<file path="src/periodic_timer_slot_table_core_defines.svh">
// assertion helpers for the timer slot table
`ifndef PERIODIC_TIMER_SLOT_TABLE_CORE_DEFINES_SVH
`define PERIODIC_TIMER_SLOT_TABLE_CORE_DEFINES_SVH

// same-cycle implication, checked out of reset
`define PTST_IMPLIES(lbl, ante, cons) \
  lbl: assert property (@(posedge clk) disable iff (rst) (ante) |-> (cons)) \
    else $error("ptst check failed");

// next-cycle implication, checked out of reset
`define PTST_NEXT(lbl, ante, cons) \
  lbl: assert property (@(posedge clk) disable iff (rst) (ante) |=> (cons)) \
    else $error("ptst check failed");

`endif

</file>
<file path="src/ptst_pkg.sv">
`default_nettype none
package ptst_pkg;

  // table size, 1 to 64
  localparam int SLOTS      = 16;
  localparam int SLOT_IDX_W = (SLOTS > 1) ? $clog2(SLOTS) : 1;

  // fixed field widths
  localparam int PERIOD_W     = 32;
  localparam int HANDLER_W    = 8;
  localparam int SLOT_FIELD_W = 4;

  // command queue depth, power of two
  localparam int QDEPTH = 2;
  localparam int QPTR_W = (QDEPTH > 1) ? $clog2(QDEPTH) : 1;
  localparam int QCNT_W = QPTR_W + 1;

  // opcodes
  localparam logic OP_ADD  = 1'b0;
  localparam logic OP_TICK = 1'b1;

  // result kinds
  localparam logic KIND_REPLY = 1'b0;
  localparam logic KIND_FIRE  = 1'b1;

  typedef struct packed {
    logic                 is_tick;
    logic [PERIOD_W-1:0]  limit;
    logic [HANDLER_W-1:0] handler;
  } cmd_t;

  // slot number as reported, modulo 16
  function automatic logic [SLOT_FIELD_W-1:0] slot_field(input logic [SLOT_IDX_W-1:0] idx);
    logic [31:0] wide;
    wide = 32'(idx);
    return wide[SLOT_FIELD_W-1:0];
  endfunction

endpackage
`default_nettype wire

</file>
<file path="src/ptst_front.sv">
`default_nettype none
module ptst_front import ptst_pkg::*; (
  input  wire logic                 clk,
  input  wire logic                 rst,
  input  wire logic                 in_valid,
  output logic                      in_ready,
  input  wire logic                 opcode,
  input  wire logic [PERIOD_W-1:0]  period,
  input  wire logic [HANDLER_W-1:0] handler_id,
  output logic                      push_valid,
  input  wire logic                 push_ready,
  output cmd_t                      push_cmd
);

  logic stg_valid;
  cmd_t stg_cmd;

  assign in_ready   = !stg_valid || push_ready;
  assign push_valid = stg_valid;
  assign push_cmd   = stg_cmd;

  always_ff @(posedge clk) begin
    if (rst) begin
      stg_valid <= 1'b0;
    end else if (in_ready) begin
      stg_valid <= in_valid;
    end
  end

  // classify and turn period into the inclusive limit
  always_ff @(posedge clk) begin
    if (in_valid && in_ready) begin
      stg_cmd.is_tick <= (opcode == OP_TICK);
      stg_cmd.limit   <= period - PERIOD_W'(1);
      stg_cmd.handler <= handler_id;
    end
  end

endmodule
`default_nettype wire

</file>
<file path="src/ptst_cmd_fifo.sv">
`default_nettype none
module ptst_cmd_fifo import ptst_pkg::*; (
  input  wire logic clk,
  input  wire logic rst,
  input  wire logic push_valid,
  output logic      push_ready,
  input  wire cmd_t push_cmd,
  output logic      pop_valid,
  input  wire logic pop_ready,
  output cmd_t      pop_cmd
);

  cmd_t              entries [QDEPTH];
  logic [QPTR_W-1:0] wr_ptr;
  logic [QPTR_W-1:0] rd_ptr;
  logic [QCNT_W-1:0] cnt;
  logic              do_push;
  logic              do_pop;

  assign push_ready = (cnt != QCNT_W'(QDEPTH));
  assign pop_valid  = (cnt != '0);
  assign pop_cmd    = entries[rd_ptr];
  assign do_push    = push_valid && push_ready;
  assign do_pop     = pop_valid && pop_ready;

  always_ff @(posedge clk) begin
    if (rst) begin
      wr_ptr <= '0;
      rd_ptr <= '0;
      cnt    <= '0;
    end else begin
      if (do_push) begin
        wr_ptr <= wr_ptr + QPTR_W'(1);
      end
      if (do_pop) begin
        rd_ptr <= rd_ptr + QPTR_W'(1);
      end
      if (do_push && !do_pop) begin
        cnt <= cnt + QCNT_W'(1);
      end else if (do_pop && !do_push) begin
        cnt <= cnt - QCNT_W'(1);
      end
    end
  end

  always_ff @(posedge clk) begin
    if (do_push) begin
      entries[wr_ptr] <= push_cmd;
    end
  end

endmodule
`default_nettype wire

</file>
<file path="src/ptst_back.sv">
`default_nettype none
`include "periodic_timer_slot_table_core_defines.svh"
module ptst_back import ptst_pkg::*; (
  input  wire logic                    clk,
  input  wire logic                    rst,
  input  wire logic                    pop_valid,
  output logic                         pop_ready,
  input  wire cmd_t                    pop_cmd,
  output logic                         out_valid,
  input  wire logic                    out_ready,
  output logic                         kind,
  output logic                         ok,
  output logic [SLOT_FIELD_W-1:0]      slot,
  output logic [HANDLER_W-1:0]         fired_handler,
  output logic                         last
);

  localparam logic [1:0] ST_IDLE  = 2'd0;
  localparam logic [1:0] ST_SCAN  = 2'd1;
  localparam logic [1:0] ST_FLUSH = 2'd2;

  localparam logic [SLOT_IDX_W-1:0] LAST_IDX = SLOT_IDX_W'(SLOTS - 1);

  // slot table
  logic [SLOTS-1:0]     busy;
  logic [PERIOD_W-1:0]  slot_count   [SLOTS];
  logic [PERIOD_W-1:0]  slot_limit   [SLOTS];
  logic [HANDLER_W-1:0] slot_handler [SLOTS];

  logic [1:0]            state;
  logic [1:0]            state_next;
  logic [SLOT_IDX_W-1:0] idx;
  logic [SLOT_IDX_W-1:0] idx_next;

  // one fire held back until we know whether it is the last
  logic                  pend_valid;
  logic                  pend_valid_next;
  logic [SLOT_IDX_W-1:0] pend_idx;
  logic [HANDLER_W-1:0]  pend_handler;

  logic                  out_free;
  logic                  pop;
  logic                  free_found;
  logic [SLOT_IDX_W-1:0] free_idx;
  logic [PERIOD_W-1:0]   cur_inc;
  logic                  cur_fire;
  logic                  step;

  logic                    out_load;
  logic                    kind_d;
  logic                    ok_d;
  logic [SLOT_FIELD_W-1:0] slot_d;
  logic [HANDLER_W-1:0]    hnd_d;
  logic                    last_d;
  logic                    tbl_add;
  logic                    pend_set;

  assign out_free  = !out_valid || out_ready;
  assign pop_ready = (state == ST_IDLE) && out_free;
  assign pop       = pop_valid && pop_ready;

  // lowest free slot
  always_comb begin
    free_found = 1'b0;
    free_idx   = '0;
    for (int i = SLOTS - 1; i >= 0; i--) begin
      if (!busy[i]) begin
        free_found = 1'b1;
        free_idx   = SLOT_IDX_W'(i);
      end
    end
  end

  assign cur_inc  = slot_count[idx] + PERIOD_W'(1);
  assign cur_fire = busy[idx] && (cur_inc > slot_limit[idx]);
  // a second fire can only move on if the held one can go out
  assign step     = (state == ST_SCAN) && (!(cur_fire && pend_valid) || out_free);

  always_comb begin
    state_next      = state;
    idx_next        = idx;
    pend_valid_next = pend_valid;
    out_load        = 1'b0;
    kind_d          = KIND_REPLY;
    ok_d            = 1'b0;
    slot_d          = '0;
    hnd_d           = '0;
    last_d          = 1'b0;
    tbl_add         = 1'b0;
    pend_set        = 1'b0;
    case (state)
      ST_IDLE: begin
        if (pop) begin
          if (pop_cmd.is_tick) begin
            state_next = ST_SCAN;
            idx_next   = '0;
          end else begin
            out_load = 1'b1;
            kind_d   = KIND_REPLY;
            ok_d     = free_found;
            slot_d   = free_found ? slot_field(free_idx) : '0;
            last_d   = 1'b1;
            tbl_add  = free_found;
          end
        end
      end
      ST_SCAN: begin
        if (step) begin
          if (cur_fire) begin
            pend_set        = 1'b1;
            pend_valid_next = 1'b1;
            if (pend_valid) begin
              out_load = 1'b1;
              kind_d   = KIND_FIRE;
              ok_d     = 1'b1;
              slot_d   = slot_field(pend_idx);
              hnd_d    = pend_handler;
              last_d   = 1'b0;
            end
          end
          if (idx == LAST_IDX) begin
            state_next = ST_FLUSH;
          end else begin
            idx_next = idx + SLOT_IDX_W'(1);
          end
        end
      end
      ST_FLUSH: begin
        if (!pend_valid) begin
          state_next = ST_IDLE;
        end else if (out_free) begin
          out_load        = 1'b1;
          kind_d          = KIND_FIRE;
          ok_d            = 1'b1;
          slot_d          = slot_field(pend_idx);
          hnd_d           = pend_handler;
          last_d          = 1'b1;
          pend_valid_next = 1'b0;
          state_next      = ST_IDLE;
        end
      end
      default: begin
        state_next = ST_IDLE;
      end
    endcase
  end

  always_ff @(posedge clk) begin
    if (rst) begin
      state      <= ST_IDLE;
      idx        <= '0;
      pend_valid <= 1'b0;
      out_valid  <= 1'b0;
      busy       <= '0;
    end else begin
      state      <= state_next;
      idx        <= idx_next;
      pend_valid <= pend_valid_next;
      if (out_load) begin
        out_valid <= 1'b1;
      end else if (out_ready) begin
        out_valid <= 1'b0;
      end
      if (tbl_add) begin
        busy[free_idx] <= 1'b1;
      end
    end
  end

  always_ff @(posedge clk) begin
    if (out_load) begin
      kind          <= kind_d;
      ok            <= ok_d;
      slot          <= slot_d;
      fired_handler <= hnd_d;
      last          <= last_d;
    end
    if (pend_set) begin
      pend_idx     <= idx;
      pend_handler <= slot_handler[idx];
    end
    if (tbl_add) begin
      slot_count[free_idx]   <= '0;
      slot_limit[free_idx]   <= pop_cmd.limit;
      slot_handler[free_idx] <= pop_cmd.handler;
    end
    if (step && busy[idx]) begin
      slot_count[idx] <= cur_fire ? '0 : cur_inc;
    end
  end

  `PTST_IMPLIES(a_pend_in_scan, pend_valid, (state == ST_SCAN) || (state == ST_FLUSH))
  `PTST_NEXT(a_busy_sticky, 1'b1, (busy & $past(busy)) == $past(busy))
  `PTST_NEXT(a_add_claims, tbl_add, $countones(busy) == $countones($past(busy)) + 1)
  `PTST_IMPLIES(a_count_bound, (state == ST_SCAN) && busy[idx], slot_count[idx] <= slot_limit[idx])

endmodule
`default_nettype wire

</file>
<file path="src/periodic_timer_slot_table_core.sv">
`default_nettype none
// channel  | handshake           | beat payload
// ---------+---------------------+--------------------------------------------
// in       | in_valid / in_ready | opcode, period, handler_id
// out      | out_valid/out_ready | kind, ok, slot, fired_handler, last
//
// an add goes from input beat to reply through the input stage, the queue and
// the registered output of the back end, with a priority pick of the lowest free slot
// a tick walks the slot table one slot per cycle in the back end, unless a fire
// has to wait while out_ready holds the output off
// the input stage and a 2-deep command queue keep taking beats during a scan until both are full
// sync active-high reset empties the table; no clearing pass is needed
`include "periodic_timer_slot_table_core_defines.svh"
module periodic_timer_slot_table_core import ptst_pkg::*; (
  input  wire logic                    clk,
  input  wire logic                    rst,
  input  wire logic                    in_valid,
  output logic                         in_ready,
  input  wire logic                    opcode,
  input  wire logic [PERIOD_W-1:0]     period,
  input  wire logic [HANDLER_W-1:0]    handler_id,
  output logic                         out_valid,
  input  wire logic                    out_ready,
  output logic                         kind,
  output logic                         ok,
  output logic [SLOT_FIELD_W-1:0]      slot,
  output logic [HANDLER_W-1:0]         fired_handler,
  output logic                         last
);

  // front to queue
  logic push_valid;
  logic push_ready;
  cmd_t push_cmd;

  // queue to back end
  logic pop_valid;
  logic pop_ready;
  cmd_t pop_cmd;

  // accept beats, classify add vs tick, precompute limit = period - 1
  ptst_front u_front (
    .clk        (clk),
    .rst        (rst),
    .in_valid   (in_valid),
    .in_ready   (in_ready),
    .opcode     (opcode),
    .period     (period),
    .handler_id (handler_id),
    .push_valid (push_valid),
    .push_ready (push_ready),
    .push_cmd   (push_cmd)
  );

  // short command queue so the front keeps going while a tick scans
  ptst_cmd_fifo u_fifo (
    .clk        (clk),
    .rst        (rst),
    .push_valid (push_valid),
    .push_ready (push_ready),
    .push_cmd   (push_cmd),
    .pop_valid  (pop_valid),
    .pop_ready  (pop_ready),
    .pop_cmd    (pop_cmd)
  );

  // slot table, add/scan sequencer and registered output beat
  ptst_back u_back (
    .clk           (clk),
    .rst           (rst),
    .pop_valid     (pop_valid),
    .pop_ready     (pop_ready),
    .pop_cmd       (pop_cmd),
    .out_valid     (out_valid),
    .out_ready     (out_ready),
    .kind          (kind),
    .ok            (ok),
    .slot          (slot),
    .fired_handler (fired_handler),
    .last          (last)
  );

  // add replies never carry a handler id
  `PTST_IMPLIES(a_reply_clean, out_valid && (kind == KIND_REPLY), (fired_handler == '0) && last)
  // fires are always successful
  `PTST_IMPLIES(a_fire_ok, out_valid && (kind == KIND_FIRE), ok)
  // a failed add reports slot zero
  `PTST_IMPLIES(a_fail_slot, out_valid && (kind == KIND_REPLY) && !ok, slot == '0)

endmodule
`default_nettype wire
</file>
<file path="config.mk">
export PLATFORM = sky130hd
export DESIGN_NAME = periodic_timer_slot_table_core
export DESIGN_NICKNAME = d
export VERILOG_FILES = /design/src/ptst_pkg.sv /design/src/ptst_front.sv /design/src/ptst_cmd_fifo.sv /design/src/ptst_back.sv /design/src/periodic_timer_slot_table_core.sv
export VERILOG_INCLUDE_DIRS = /design/src /design/src/src
export SDC_FILE = /design/constraint.sdc
export NUM_CORES = 1
export LEC_CHECK = 0
export BUFFER_PORTS_ARGS = -buffer_cell sky130_fd_sc_hd__buf_2
export CORE_UTILIZATION = 52
export CTS_BUF_LIST = sky130_fd_sc_hd__clkbuf_8
export DETAILED_ROUTE_END_ITERATION = 8
export HOLD_SLACK_MARGIN = 0.05
export PLACE_DENSITY = 0.64
export SLEW_MARGIN = 20
export SYNTH_ARGS = -nofsm -noshare
export SYNTH_HDL_FRONTEND = slang
export SYNTH_SLANG_ARGS = --single-unit
</file>
<file path="constraint.sdc">
create_clock -name clk -period 13.2 [get_ports clk]
set_input_delay 0 -clock clk [delete_from_list [all_inputs] [get_ports clk]]
set_output_delay 0 -clock clk [all_outputs]
set_load 0.1 [all_outputs]
</file>
---- Word level (Yosys, flattened, before mapping) ----
Memory sizes are Yosys's and may differ from the RTL's. A register that Yosys moved wholly into a read port is not among the register bits.
Cells that the tools add are included.
cells by class
  divide/modulo/power cells ............... 0
  equality and inequality tests ........... 11
  muxes and demuxes ....................... 105
  bitwise logic cells ..................... 1
  $mul .................................... 0
  $add $sub $neg .......................... 7
  reductions and logical operators ........ 29
  shift operators ......................... 0
  magnitude comparators ................... 4
operator list
  kind                   count
  $mux 4                 33
  $mux 32                2
  $mux 1                 46
  $mux 8                 5
  $add 32x1->32 const B  1
  $gt 32x32->1           1
  $reduce_or 32->1       1
  $sub 32x1->32 const B  1
  $mux 2                 8
  $or 16x16->16          1
  $pmux 8 s2             1
  $pmux 4 s3             1
  $logic_and 1x1->1      11
  $lt 4x5->1 const B     2
  $ne 2x2->1 const B     5
  $reduce_and 5->1       2
  $reduce_bool 2->1      5
  $pmux 4 s2             1
  $pmux 1 s2             3
  $pmux 1 s3             2
  $pmux 2 s3             1
  $logic_not 1->1        5
  $add 4x1->4 const B    1
  $bmux 1 s4             1
  13 further kinds       17
word-level totals
  output and inout bits ................... 17
  bits in latches ......................... 0
  register bits ........................... 89
  RAM bits ................................ 1234
  memory bits (read-only) ................. 0
  memories kept ........................... 4
  input bits .............................. 45
  logic and storage cells ................. 179
memory list
  memory               words  width  rd ports  clocked after Yosys merged registers in  write ports  line                 text
  u_back.slot_count    16     32     1         1                                        1            ptst_back.sv:26      logic [PERIOD_W-1:0] slot_count [SLOTS];
  u_back.slot_limit    16     32     1         1                                        1            ptst_back.sv:27      logic [PERIOD_W-1:0] slot_limit [SLOTS];
  u_back.slot_handler  16     8      1         1                                        1            ptst_back.sv:28      logic [HANDLER_W-1:0] slot_handler [SLOTS];
  u_fifo.entries       2      41     1         1                                        1            ptst_cmd_fifo.sv:13  cmd_t entries [QDEPTH];

---- Depth between registers and ports, before layout ----
Gate-level depths: netlist of run 1.
  depth after elaboration ................. 22
  mapped depth ............................ 23
  depth with buffers taken out ............ 18

---- Hierarchy ----
A second synthesis of run 1 with hierarchy kept.
second synthesis, totals
  cell total of the unflattened synthesis .. 2520
  area, all modules ....................... 53174.7 µm²
by module, submodules not included
  module         area an instance (µm²)  seq. area each (µm²)  cells an instance  times used
  ptst_back      48066.1                 35964.5               2228               1
  ptst_cmd_fifo  3171.8                  2562.5                152                1
  ptst_front     1936.9                  1251.2                140                1

---- Worst setup path before layout of run 1 ----
Ideal clock, no wire load.
  kind .................................... reg-to-reg
  from .................................... reg with a tool-made name
  to ...................................... mem u_back.slot_count[11][0] (enable)
  slack ................................... 4938 ps
  data required time ...................... 12698 ps
  path buffers ............................ 8
  library setup time ...................... 502 ps
  cell stages (with the launch flop) ...... 21
  data arrival time ....................... 7761 ps
  path through ............................ dfxtp_1 buf_6 buf_12 buf_12 buf_12 buf_8 clkbuf_1 buf_1 mux4_2 mux4_2 inv_1 ha_1 nand4_1 or4_1 nor3_1 inv_1 o211a_1 nand2_1 a22oi_1 clkbuf_1 nor4_1
RTL lines
  element           line
  end: declaration  ptst_back.sv:26

==> metrics.md, run 1 <==
| Metric | Value |
|---|---|
| Pins Over Slew Limit | 0 |
| WL/cell | roughly 27 um |
| Reg area | about 40,000 um2 |
| Synth area leader | edfxtp_1 |
| Max_slew headroom | 0.2200 |
| Dominant cells by area after synthesis | edfxtp_1 (74%), mux4_2 (13%), mux4_1 (1.8%) |
| FF-to-FF path depth | 18 |
| PwrDens | 161.2 nW/um2 |
| Mapped Area | 52,960 um2 |
| Post-Syn Area per Cell | 21.26 um2 |
| Clock share of power | 0.321 |
| Area grow syn2layout | 13.02% |
| Post-synth EDFFs | 1,302 |
| Cell Count, Final, Fillers Out | around 4,300 |
| Post_cts resized | 0 |
| First-pass GRT wire length | around 180,000 um |
| Die ar. | 103,100 um2 |
| CP Max Fanout | 32 |
| Synth cell types | 69 |
| Die Y | about 320 um |
| CP max stage cell | and3b_2 |
| Slew @ Worst Pin | ~1.2 ns |
| Later-pin clock latency in the skew report | 0.89 ns |
| All-Layer GR Usage | 0.2366 |
| Outcome | completed |
| Share of cells above drive strength 1 | 0.2579 |
| Maxcap violations | 0 |
| Die width | 321.1 um |
| Commonest register cell after synthesis | edfxtp_1 |
| Multi-input gate area | 12,480 um2 |
| CTS Root Cell | clkbuf_8 |
| Tcrit/Tclk final | 0.6445 |
| Number of synthesis warnings | 0 |
| Final setup fails | 0 |
| Max Clock Freq | 117.5 MHz |
| Port Buffers | 61 |
| GRT overflow | 0 |
| Post-Synthesis Cells | 2,491 |
| Post-synth net total | approximately 2,600 |
| Total Power | 9.652 mW |
| Switching fraction of total power | 0.2647 |
| Post-layout min period | about 8.5 ns |
| Area fraction of the dominant cell type after synthesis | 0.7382 |
| Reg power frac | 0.523 |
| Final Hold Fails | 0 |
| ANT nets after route | 0 |
| Hold depth | 3 |
| Seq/Total Area, Yosys | 0.7510 |
| #FFs+latches synth | 1,336 |
| Util after Layout | 0.5960 |
| CTS clock-pin slew for the worst setup and hold paths | 0.06 ns |
| Largest stage delay, worst path | 1.01 ns |
| Standby leakage power | about 18 nW |
| HP Class | input port to flop |
| Vias in the first global route | 27,341 |
| Worst Skew | 0.05466 ns |
| Final TNS setup | 0 ns |
| Synth async-reset ratio | 0 |
| Core Footprint | approximately 100,000 um2 |
| Antenna violations before repair | 1 |
| DRT Pass-1 Iters | 6 |
| Post-CTS setup buffer count | 0 |
| # H-tree levels | 4 |
| Remaining DRCs | 0 |
| CP Class | flop to flop |
| Worst path required time | 13.68 ns |
| VDD IR-drop max | 96.82 uV |
| Arrival @ worst endpoint | 8.99 ns |
| Initial Util | 0.5273 |
| Int Power | 7.097 mW |
| Max Buffers Root-to-Sink | 3 |
| Fill cells | 7,249 |
| CTS tree | done |
| Dpl cells | roughly 3,900 |
| CP startpoint kind | flop |
| Gate power share | 0.156 |
| Vias/cell | 5.975 |
| Post-Route WL | 118,800 um |
| DP HPWL | about 63,000 um |
| Net Sw Power | about 2.6 mW |
| Clk sinks | 1,336 |
| Crit-path cells | clkinv_2, buf_4, mux4_2, ha_1, inv_1, nor2_1, nand3_1, nor3_1, xnor2_1, ha_1, nand4_1, or4_1, nor3_1, inv_1, o211ai_1, a21boi_1, nor2_1, and3b_2 |
| RSZ-0062 raised after global routing | no |
| DR vias | 25,973 |
| Row count | ~120 |
| Gpl congestion | 0.8478 |
| Pin count of the biggest net entering global routing | between 100 and 150 |
| Initial DRC Count | 2,468 |
| Critical path capture point type | flop |
| Total clock buffers created by CTS | 204 |
| IO Count | 62 |
| Cts hold-fix bufs | 120 |
| Nets | between 2,000 and 3,000 |
area by class of cell:
type / count / share of cell area
inverter: 62 / 0.003992
tap: 1357 / 0.02836
sequential: 1336 / 0.6648
clock buffer: 211 / 0.04851
antenna: 1 / 0.00004181
multi-input combinational: 983 / 0.2085
clock inverter: 158 / 0.01298
timing repair buffer: 239 / 0.03282
metal layers:
layer,wire [um],up-vias,track usage
met2,59380,969,0.3895
li1,-,11067,-
met4,2631,0,0.07524
met3,7042,191,0.04005
met5,0,-,0
met1,49740,13746,0.3253
through the flow:
step | hold WS [ns] | worst slack, ns | instance area, um2
after detailed placement | 0.1785 | 4.818 | 54940
after global placement | 0.1763 | 4.980 | 54930
after floorplan | 0.09887 | 4.938 | 52960
after global routing | 0.1379 | 4.043 | 59860
after CTS | 0.05964 | 4.787 | 59820
final | 0.1435 | 4.692 | 59860
synthesized netlist by cell type (31+ instances only):
cell / number
nor2b_1: 37
a21oi_1: 31
ha_1: 40
edfxtp_1: 1302
inv_1: 61
nor2_1: 76
dfxtp_1: 34
clkbuf_1: 45
mux2_2: 43
nand2_1: 69
xor2_1: 34
mux4_2: 300
mux4_1: 36
critical path, delay by kind of cell (launching register included):
kind                       cells  cell delay (ns)
and+or+nand+nor                8             4.06
DFF                            1             0.77
muxes                          1             0.49
adders and majority gates      2             0.50
xor gates and xnor gates       1             0.17
AOI/OAI and AO/OA              2             0.38
buffers and inverters          4             1.62
cell usage in the layout (no fill, tap or decap), drive strengths merged, types with 12 or more instances in the layout:
master,count
dfxtp,34
o21ai,17
nor2,76
nand2,69
nor4,13
nor2b,37
a22oi,24
inv,136
mux2i,29
mux2,43
a21oi,31
mux4,336
buf,119
clkinv,76
nand3,22
nand4,14
a221oi,15
dlygate4sd3,120
ha,40
xnor2,29
nor3,25
clkbuf,211
edfxtp,1302
and3,12
xor2,34
flip-flops by register name, summed over array words and instances, names as in the netlist, 2 cells and up, named ones only:
name	cells
u_back.slot_handler	128
u_back.state	2
u_fifo.cnt	2
u_back.idx	4
u_fifo.entries	82
u_back.pend_idx	4
u_back.busy	16
u_back.slot	4
u_back.pend_handler	8
u_back.slot_limit	512
u_back.slot_count	512
u_front.push_cmd	41
u_back.fired_handler	8
kinds of logic (layout without fill, tap and decap cells):
family,after synthesis,after routing,synth area share
AO/OA/AOI/OAI,141,141,0.01859
XOR/XNOR,63,63,0.01042
adder cells (fa/ha/maj),40,40,0.009449
buffers and inverters,172,670,0.01734
flip-flops,1336,1336,0.7510
multiplexers,408,408,0.1600
other,0,1,0
AND/OR/NAND/NOR,331,331,0.03312
path summary, 6_finish.rpt:
path                                          start                  endpoint  slack [ns]
worst min register to register  u_front.push_cmd[0]      u_fifo.entries[1][0]        0.44
worst max-delay path                           flop  u_back.slot_count[0][30]        4.69
worst min-delay path                            rst           u_back.state[0]        0.14
worst max register to register                 flop  u_back.slot_count[0][30]        4.69
power groups by stage:
stage | sequential, mW | clock [mW] | combinational [mW]
after floorplan | 5.16 | 0 | 1.02
after global placement | 5.13 | 0 | 1.43
after detailed placement | 5.14 | 0 | 1.46
after CTS | 5.05 | 3.16 | 1.50
final | 5.05 | 3.10 | 1.50
after global routing | 5.06 | 3.34 | 1.61
Power figures use the tool's default switching activity.
==> run 2, diff against run 1 <==
--- a/config.mk
+++ b/config.mk
@@ -11,7 +11,7 @@
 export CTS_BUF_LIST = sky130_fd_sc_hd__clkbuf_8
 export DETAILED_ROUTE_END_ITERATION = 8
 export HOLD_SLACK_MARGIN = 0.05
-export PLACE_DENSITY = 0.64
+export PLACE_DENSITY = 0.66
 export SLEW_MARGIN = 20
 export SYNTH_ARGS = -nofsm -noshare
 export SYNTH_HDL_FRONTEND = slang
==> constraint.sdc (replaced) <==
create_clock -name clk -period 7.7 [get_ports clk]
set_input_delay 0 -clock clk [delete_from_list [all_inputs] [get_ports clk]]
set_output_delay 0 -clock clk [all_outputs]
set_load 0.1 [all_outputs]
==> run 2 against run 1 <==
  * Critical endpoint is now u_back.slot_count[1][19]
  * Die area is the same
  * Global-route usage fell by 0.26 points
  * Cell count rose by 0.53%
  * Sequential cell count unchanged
==> metrics.md, run 2 (synthesized netlist as in run 1, its figures left out) <==
| Metric | Value |
|---|---|
| Outcome | completed (unchanged) |
| RSZ-0062 raised after global routing | no (unchanged) |
| Most Used Layer, Global Route | met2 (unchanged) |
| Maxcap violations | 0 (unchanged) |
| Post-placement setup slack | 0.3633 ns (was 4.818 ns) |
| Arrival @ worst endpoint | 7.73 ns (was 8.99 ns) |
| Vias in the first global route | 27,346 (was 27,341) |
| Final Hold Fails | 0 (unchanged) |
| VDD IR-drop max | 164.2 uV (was 96.82 uV) |
| Top Registers | u_back.slot_count x512, u_back.slot_limit x512, u_back.slot_handler x128 (unchanged) |
| GRT met1 Usage | 0.3086 (was 0.3253) |
| Worst setup margin | 0.5055 ns (was 4.692 ns) |
| ANT nets after route | 0 (unchanged) |
| Worst Skew | 0.04830 ns (was 0.05466 ns) |
| CTS tree | done (unchanged) |
| Fill cells | 7,093 (was 7,249) |
| Nets | 2,925 (was 2,911) |
| Vias/cell | 5.943 (was 5.975) |
| Antenna violations before repair | 5 (was 1) |
| Later-pin clock latency in the skew report | 0.89 ns (about the same) |
| DRT Pass-1 Iters | 8 (was 6) |
| Standby leakage power | 18.35 nW (was 18.26 nW) |
| Clk sinks | 1,336 (unchanged) |
| DP HPWL | 61,650 um (was 63,410 um) |
| Util after Layout | 0.5993 (was 0.5960) |
| CTS Root Cell | clkbuf_8 (unchanged) |
| GRT overflow | 0 (unchanged) |
| Slew @ Worst Pin | 1.127 ns (was 1.168 ns) |
| IO Count | 62 (unchanged) |
| Die width | 321.1 um (unchanged) |
| Worst path required time | 8.24 ns (was 13.68 ns) |
| Share of cells above drive strength 1 | 0.2607 (was 0.2579) |
| Total clock buffers created by CTS | 205 (was 204) |
| # H-tree levels | 4 (unchanged) |
| Post-CTS setup buffer count | 0 (unchanged) |
| WHS | 0.1449 ns (was 0.1435 ns) |
| CTS clock-pin slew for the worst setup and hold paths | 0.06 ns (about the same) |
| Die ar. | 103,100 um2 (unchanged) |
| All-Layer GR Usage | 0.2340 (was 0.2366) |
| Critical path capture point type | flop (unchanged) |
| WL/cell | 27.05 um (was 27.33 um) |
| Row count | 116 (unchanged) |
| CP Max Fanout | 57 (was 32) |
| Pin count of the biggest net entering global routing | 77 (was 129) |
| Initial Util | 0.5273 (unchanged) |
| CP Class | flop to flop (unchanged) |
| Remaining DRCs | 0 (unchanged) |
| Area grow syn2layout | 13.65% (was 13.02%) |
| Max_slew headroom | 0.2468 (was 0.2200) |
| Pins Over Slew Limit | 0 (unchanged) |
| HP Class | input port to flop (unchanged) |
| Die Y | 321.1 um (unchanged) |
| Tcrit/Tclk final | 0.9344 (was 0.6445) |
| DR vias | 25,973 (unchanged) |
| Post-layout min period | 7.195 ns (was 8.508 ns) |
| Post-Route WL | 118,200 um (was 118,800 um) |
| Max Buffers Root-to-Sink | 3 (unchanged) |
| Final setup fails | 0 (unchanged) |
| Max Clock Freq | 139.0 MHz (was 117.5 MHz) |
| CP startpoint kind | flop (unchanged) |
| GR Util met2 | 0.3903 (was 0.3895) |
| Grt met3 use | 0.04993 (was 0.04005) |
| Port Buffers | 61 (unchanged) |
| Most frequent cells in the layout | edfxtp_1 (1,302), mux4_2 (300), clkbuf_8 (207) (was edfxtp_1 (1,302), mux4_2 (300), clkbuf_8 (211)) |
| PwrDens | 276.8 nW/um2 (was 161.2 nW/um2) |
| Most common cell after layout, fill and taps aside | edfxtp_1 (unchanged) |
| Initial DRC Count | 2,332 (was 2,468) |
| First-pass GRT wire length | 174,400 um (was 176,900 um) |
| Core Footprint | 100,400 um2 (unchanged) |
| Gpl congestion | 0.8223 (was 0.8478) |
[run 2: changes by cell type in the layout (fill, tap and decap cells not counted), sizes merged]
cell,change
buf,+13
diode,+1
clkinv,+22
clkinvlp,+1
bufinv,+1
clkbuf,-4
inv,-11
[run 2: cell type report]
class,instances,area (um2),area share
diodes,2,5.005,0.00008314
clock inverters,171,918.4,0.01526
inverters,62,239.0,0.003970
well taps,1357,1698,0.02821
clock buffers,207,2849,0.04733
multi-input cells,983,12480,0.2073
repair buffers,252,2215,0.03679
flip-flops and latches,1336,39790,0.6611
[run 2: critical path, stage by stage (launching register included)]
cell      delay (ns)
dfxtp_4         0.95
buf_4           0.44
mux4_2          0.35
a22o_1          0.28
a221oi_1        0.51
a21oi_1         0.17
nor3b_1         0.20
xor2_1          0.50
ha_1            0.36
a21oi_1         0.13
o21ai_0         0.17
a221oi_1        0.35
o21ai_0         0.43
o211ai_1        0.39
a21boi_1        0.27
nor2_1          0.22
buf_4           0.26
and3b_2         0.53
buf_12          0.29
[run 2: per-layer routing]
| layer | part of all wire | vias up | routed length, um |
|---|---|---|---|
| met1 | 0.40 | 13640 | 47560 |
| met4 | 0.024 | 2 | 2804 |
| met5 | 0.00014 | - | 16 |
| met3 | 0.072 | 207 | 8466 |
| li1 | - | 11104 | - |
| met2 | 0.50 | 1020 | 59350 |
[run 2: timing repair]
| action | 4_1_cts | 5_1_grt |
|---|---|---|
| endpoints found under the hold margin | 128 | 0 |
| gates resized for setup | 0 | 1 |
| hold buffers | 120 | 0 |
| endpoints found under the setup margin | 0 | 65 |
[run 2: worst paths after layout]
| kind | start | end | cells after the start | slack [ns] |
|---|---|---|---|---|
| worst max-delay path | flop | u_back.slot_count[1][19] | 18 | 0.51 |
| worst min-delay path | rst | u_back.busy[0] | 3 | 0.14 |
| worst max register to register | flop | u_back.slot_count[1][19] | 18 | 0.51 |
| worst min register to register | u_front.push_cmd[14] | u_fifo.entries[1][14] | 0 | 0.44 |
[run 2: where the power goes]
| part | switching, mW | total (mW) | internal [mW] |
|---|---|---|---|
| Clock | 2.71 | 5.40 | 2.69 |
| Combinational | 1.64 | 2.66 | 1.02 |
| Sequential | 0.0945 | 8.60 | 8.50 |
| Total | 4.45 | 16.7 | 12.2 |
[run 2: metrics by stage]
step	setup TNS [ns]	cells	area, um2	power (mW)
detailed placement	0	3870	55220	11.36
finish	0	4370	60190	16.66
CTS	0	4368	60190	16.78
global route	0	4369	60190	17.27
floorplan	-32.50	2491	52990	10.59
global placement	0	3870	55220	11.28
==> run 3, diff against run 2 <==
--- a/config.mk
+++ b/config.mk
@@ -6,6 +6,7 @@
 export SDC_FILE = /design/constraint.sdc
 export NUM_CORES = 1
 export LEC_CHECK = 0
+export ABC_AREA = 1
 export BUFFER_PORTS_ARGS = -buffer_cell sky130_fd_sc_hd__buf_2
 export CORE_UTILIZATION = 52
 export CTS_BUF_LIST = sky130_fd_sc_hd__clkbuf_8
==> run 3 against run 2 <==
  * Count of clock-buffer cells in the layout grew 7
  * Global-route usage grew 1.3 points
  * Combinational power grew 52%
  * Critical path type unchanged
  * Largest cell class unchanged
  * Largest power group unchanged
==> metrics.md, run 3 <==
| Metric | Value |
|---|---|
| Outcome | completed (unchanged) |
| Pin count of the biggest net entering global routing | 144 (was 77) |
| Dpl cells | 5,750 (was 3,870) |
| Synth async-reset ratio | 0 (unchanged) |
| Number of synthesis warnings | 0 (unchanged) |
| DP HPWL | 71,860 um (was 61,650 um) |
| CP startpoint kind | flop (unchanged) |
| Initial DRC Count | 3,449 (was 2,332) |
| Final setup fails | 0 (unchanged) |
| Nets | 4,774 (was 2,925) |
| Fill cells | 8,390 (was 7,093) |
| Slew @ Worst Pin | 1.058 ns (was 1.127 ns) |
| DRT Pass-1 Iters | 5 (was 8) |
| CP Max Fanout | 66 (was 57) |
| Max Clock Freq | 157.7 MHz (was 139.0 MHz) |
| Worst path required time | 8.27 ns (was 8.24 ns) |
| Port Buffers | 61 (unchanged) |
| Design area | 62,710 um2 (was 60,190 um2) |
| Die Y | 329.8 um (was 321.1 um) |
| RSZ-0062 raised after global routing | no (unchanged) |
| Post-Syn Area per Cell | 12.58 um2 (was 21.26 um2) |
| Dominant cells by area after synthesis | edfxtp_1 (70%), inv_1 (3.7%), o211ai_1 (3.5%) (was edfxtp_1 (74%), mux4_2 (13%), mux4_1 (1.8%)) |
| Standby leakage power | 22.44 nW (was 18.35 nW) |
| Reg2Reg Setup Slack | 1.36 ns (was 0.51 ns) |
| Top Registers | u_back.slot_count x512, u_back.slot_limit x512, u_back.slot_handler x128 (unchanged) |
| Vias in the first global route | 33,906 (was 27,346) |
| Post_cts resized | 0 (unchanged) |
| Post-layout min period | 6.341 ns (was 7.195 ns) |
| ANT nets after route | 0 (unchanged) |
| CTS clock-pin slew for the worst setup and hold paths | 0.06 ns (about the same) |
| Cts hold-fix bufs | 122 (was 120) |
| Antenna violations before repair | 2 (was 5) |
| Post-CTS setup buffer count | 0 (unchanged) |
| Arrival @ worst endpoint | 6.91 ns (was 7.73 ns) |
| Seq/Total Area, Yosys | 0.7120 (was 0.7510) |
| Most common cell after layout, fill and taps aside | edfxtp_1 (unchanged) |
| Synth cell types | 47 (was 69) |
| Core Footprint | 105,900 um2 (was 100,400 um2) |
| CP Class | flop to flop (unchanged) |
| IO Count | 62 (unchanged) |
| HP Class | input port to flop (unchanged) |
| Post-synth EDFFs | 1,302 (unchanged) |
| Commonest register cell after synthesis | edfxtp_1 (unchanged) |
| Mapped Area | 55,870 um2 (was 52,960 um2) |
| Clk sinks | 1,336 (unchanged) |
| Critical path capture point type | flop (unchanged) |
| Area fraction of the dominant cell type after synthesis | 0.6998 (was 0.7382) |
| Worst Skew | 0.05697 ns (was 0.04830 ns) |
| Post-Synthesis Cells | 4,440 (was 2,491) |
| Final TNS setup | 0 ns (unchanged) |
| Post-synth net total | 4,525 (was 2,576) |
| GRT overflow | 0 (unchanged) |
| Remaining DRCs | 0 (unchanged) |
| Post-Route WL | 133,200 um (was 118,200 um) |
| First-pass GRT wire length | 201,300 um (was 174,400 um) |
| # H-tree levels | 4 (unchanged) |
| Final Hold Fails | 0 (unchanged) |
| CTS tree | done (unchanged) |
| Share of cells above drive strength 1 | 0.1026 (was 0.2607) |
| Pins Over Slew Limit | 0 (unchanged) |
| #FFs+latches synth | 1,336 (unchanged) |
| Row count | 119 (was 116) |
| Vias/cell | 5.585 (was 5.943) |
| Max Buffers Root-to-Sink | 3 (unchanged) |
| Later-pin clock latency in the skew report | 0.89 ns (about the same) |
| WL/cell | 21.32 um (was 27.05 um) |
| CTS Root Cell | clkbuf_8 (unchanged) |
| Die ar. | 108,800 um2 (was 103,100 um2) |
| Area grow syn2layout | 12.24% (was 13.65%) |
| Die width | 329.8 um (was 321.1 um) |
| PwrDens | 291.4 nW/um2 (was 276.8 nW/um2) |
| Commonest cells in the netlist | edfxtp_1 (1,302), inv_1 (556), nand2_1 (526) (was edfxtp_1 (1,302), mux4_2 (300), nor2_1 (76)) |
| DR vias | 34,896 (was 25,973) |
| VDD IR-drop max | 153.3 uV (was 164.2 uV) |
| Most frequent cells in the layout | edfxtp_1 (1,302), inv_1 (615), nand2_1 (526) (was edfxtp_1 (1,302), mux4_2 (300), clkbuf_8 (207)) |
| Maxcap violations | 0 (unchanged) |
| Initial Util | 0.5277 (was 0.5273) |
| Gpl congestion | 0.9259 (was 0.8223) |
| Tcrit/Tclk final | 0.8235 (was 0.9344) |
| Max_slew headroom | 0.2922 (was 0.2468) |
| All-Layer GR Usage | 0.2471 (was 0.2340) |
| Cell Count, Final, Fillers Out | 6,248 (was 4,370) |
| Synth area leader | edfxtp_1 (unchanged) |
| Most common cell in the netlist | edfxtp_1 (unchanged) |
| Placed cell area | 57,760 um2 (was 55,220 um2) |
| Total clock buffers created by CTS | 206 (was 205) |
==> run 3: cell count changes after synthesis, sizes merged, moves of 43 or more <==
cell	before	now
nand3	22	306
nand2	69	537
inv	61	559
o21ai	17	376
nor2	76	220
clkbuf	48	98
a21oi	31	299
buf	62	145
o211ai	5	264
mux4	336	0
mux2	43	0
mux2i	29	134
==> run 3: final timing paths <==
check	start	endpoint	depth (start not counted)
hold reg to reg	u_front.push_cmd[30]	u_fifo.entries[0][30]	0
setup / recovery	flop	u_back.slot_count[8][0]	27
hold / removal	period[20]	u_front.push_cmd[30]	5
setup reg to reg	flop	u_back.slot_count[8][0]	27
==> run 3: worst max-delay path: stages (launching register included) <==
cell	delay [ns]
dfxtp_4	0.92
buf_4	0.30
o211ai_1	0.10
nand3_1	0.12
nand3_1	0.09
nand2_1	0.32
ha_1	0.26
inv_1	0.10
nor2_4	0.19
inv_2	0.10
nor3_4	0.23
nand3_1	0.11
nand2_1	0.10
inv_1	0.05
ha_1	0.27
nand2_1	0.06
nor2_1	0.13
nand2_1	0.10
nor2_1	0.16
nand3_1	0.08
nor2_1	0.20
a21oi_1	0.09
nand3_1	0.17
nand3_2	0.18
o21ai_0	0.38
nand2_1	0.31
nor2_4	0.61
buf_12	0.25
==> run 3: where the power goes <==
group | internal (mW) | total, mW | switching, mW | leakage, nW
Sequential | 8.75 | 8.88 | 0.132 | 12.4
Combinational | 1.10 | 4.05 | 2.95 | 7.85
Clock | 2.64 | 5.34 | 2.70 | 2.16
==> run 3: area by class of cell <==
| type | instances | area, um2 | share of cell area |
|---|---|---|---|
| repair buffers | 284 | 2497 | 0.03983 |
| well taps | 1391 | 1740 | 0.02776 |
| inverters | 561 | 2112 | 0.03368 |
| clock inverters | 159 | 762.0 | 0.01215 |
| clock buffers | 214 | 2945 | 0.04697 |
| flip-flops and latches | 1336 | 39800 | 0.6346 |
| diodes | 3 | 7.507 | 0.0001197 |
| multi-input cells | 2300 | 12850 | 0.2049 |
==> run 3: per-stage QoR <==
stage | hold WS [ns] | power, mW | setup WS (ns) | utilization
2_1_floorplan | 0.09887 | 11.76 | 2.307 | -
3_3_place_gp | 0.1764 | 12.95 | 1.478 | 0.5455
3_5_place_dp | 0.1781 | 13.01 | 1.396 | 0.5456
4_1_cts | 0.06171 | 18.36 | 1.390 | 0.5921
5_1_grt | 0.1399 | 19.14 | 0.8668 | 0.5923
6_report | 0.1430 | 18.27 | 1.359 | 0.5923
==> run 3: metal layers <==
layer / wire length (um) / share of wire / vias up / global-route usage
met5: 0 / 0 / - / 0
met4: 3638 / 0.027 / 0 / 0.08494
met3: 8513 / 0.064 / 258 / 0.03879
met2: 64920 / 0.49 / 1226 / 0.4119
met1: 56110 / 0.42 / 17013 / 0.3310
li1: - / - / 16399 / -
==> run 3: logic make-up (layout without fill, tap and decap cells) <==
kind of cell,count (synthesis),in the layout,synth area share
compound gates,982,982,0.1024
xor+xnor,39,39,0.006114
fa+ha+maj,40,40,0.008958
buf+inv,804,1218,0.06136
flops,1336,1336,0.7120
mux,134,134,0.02401
other cells,0,3,0
simple gates,1105,1105,0.08513
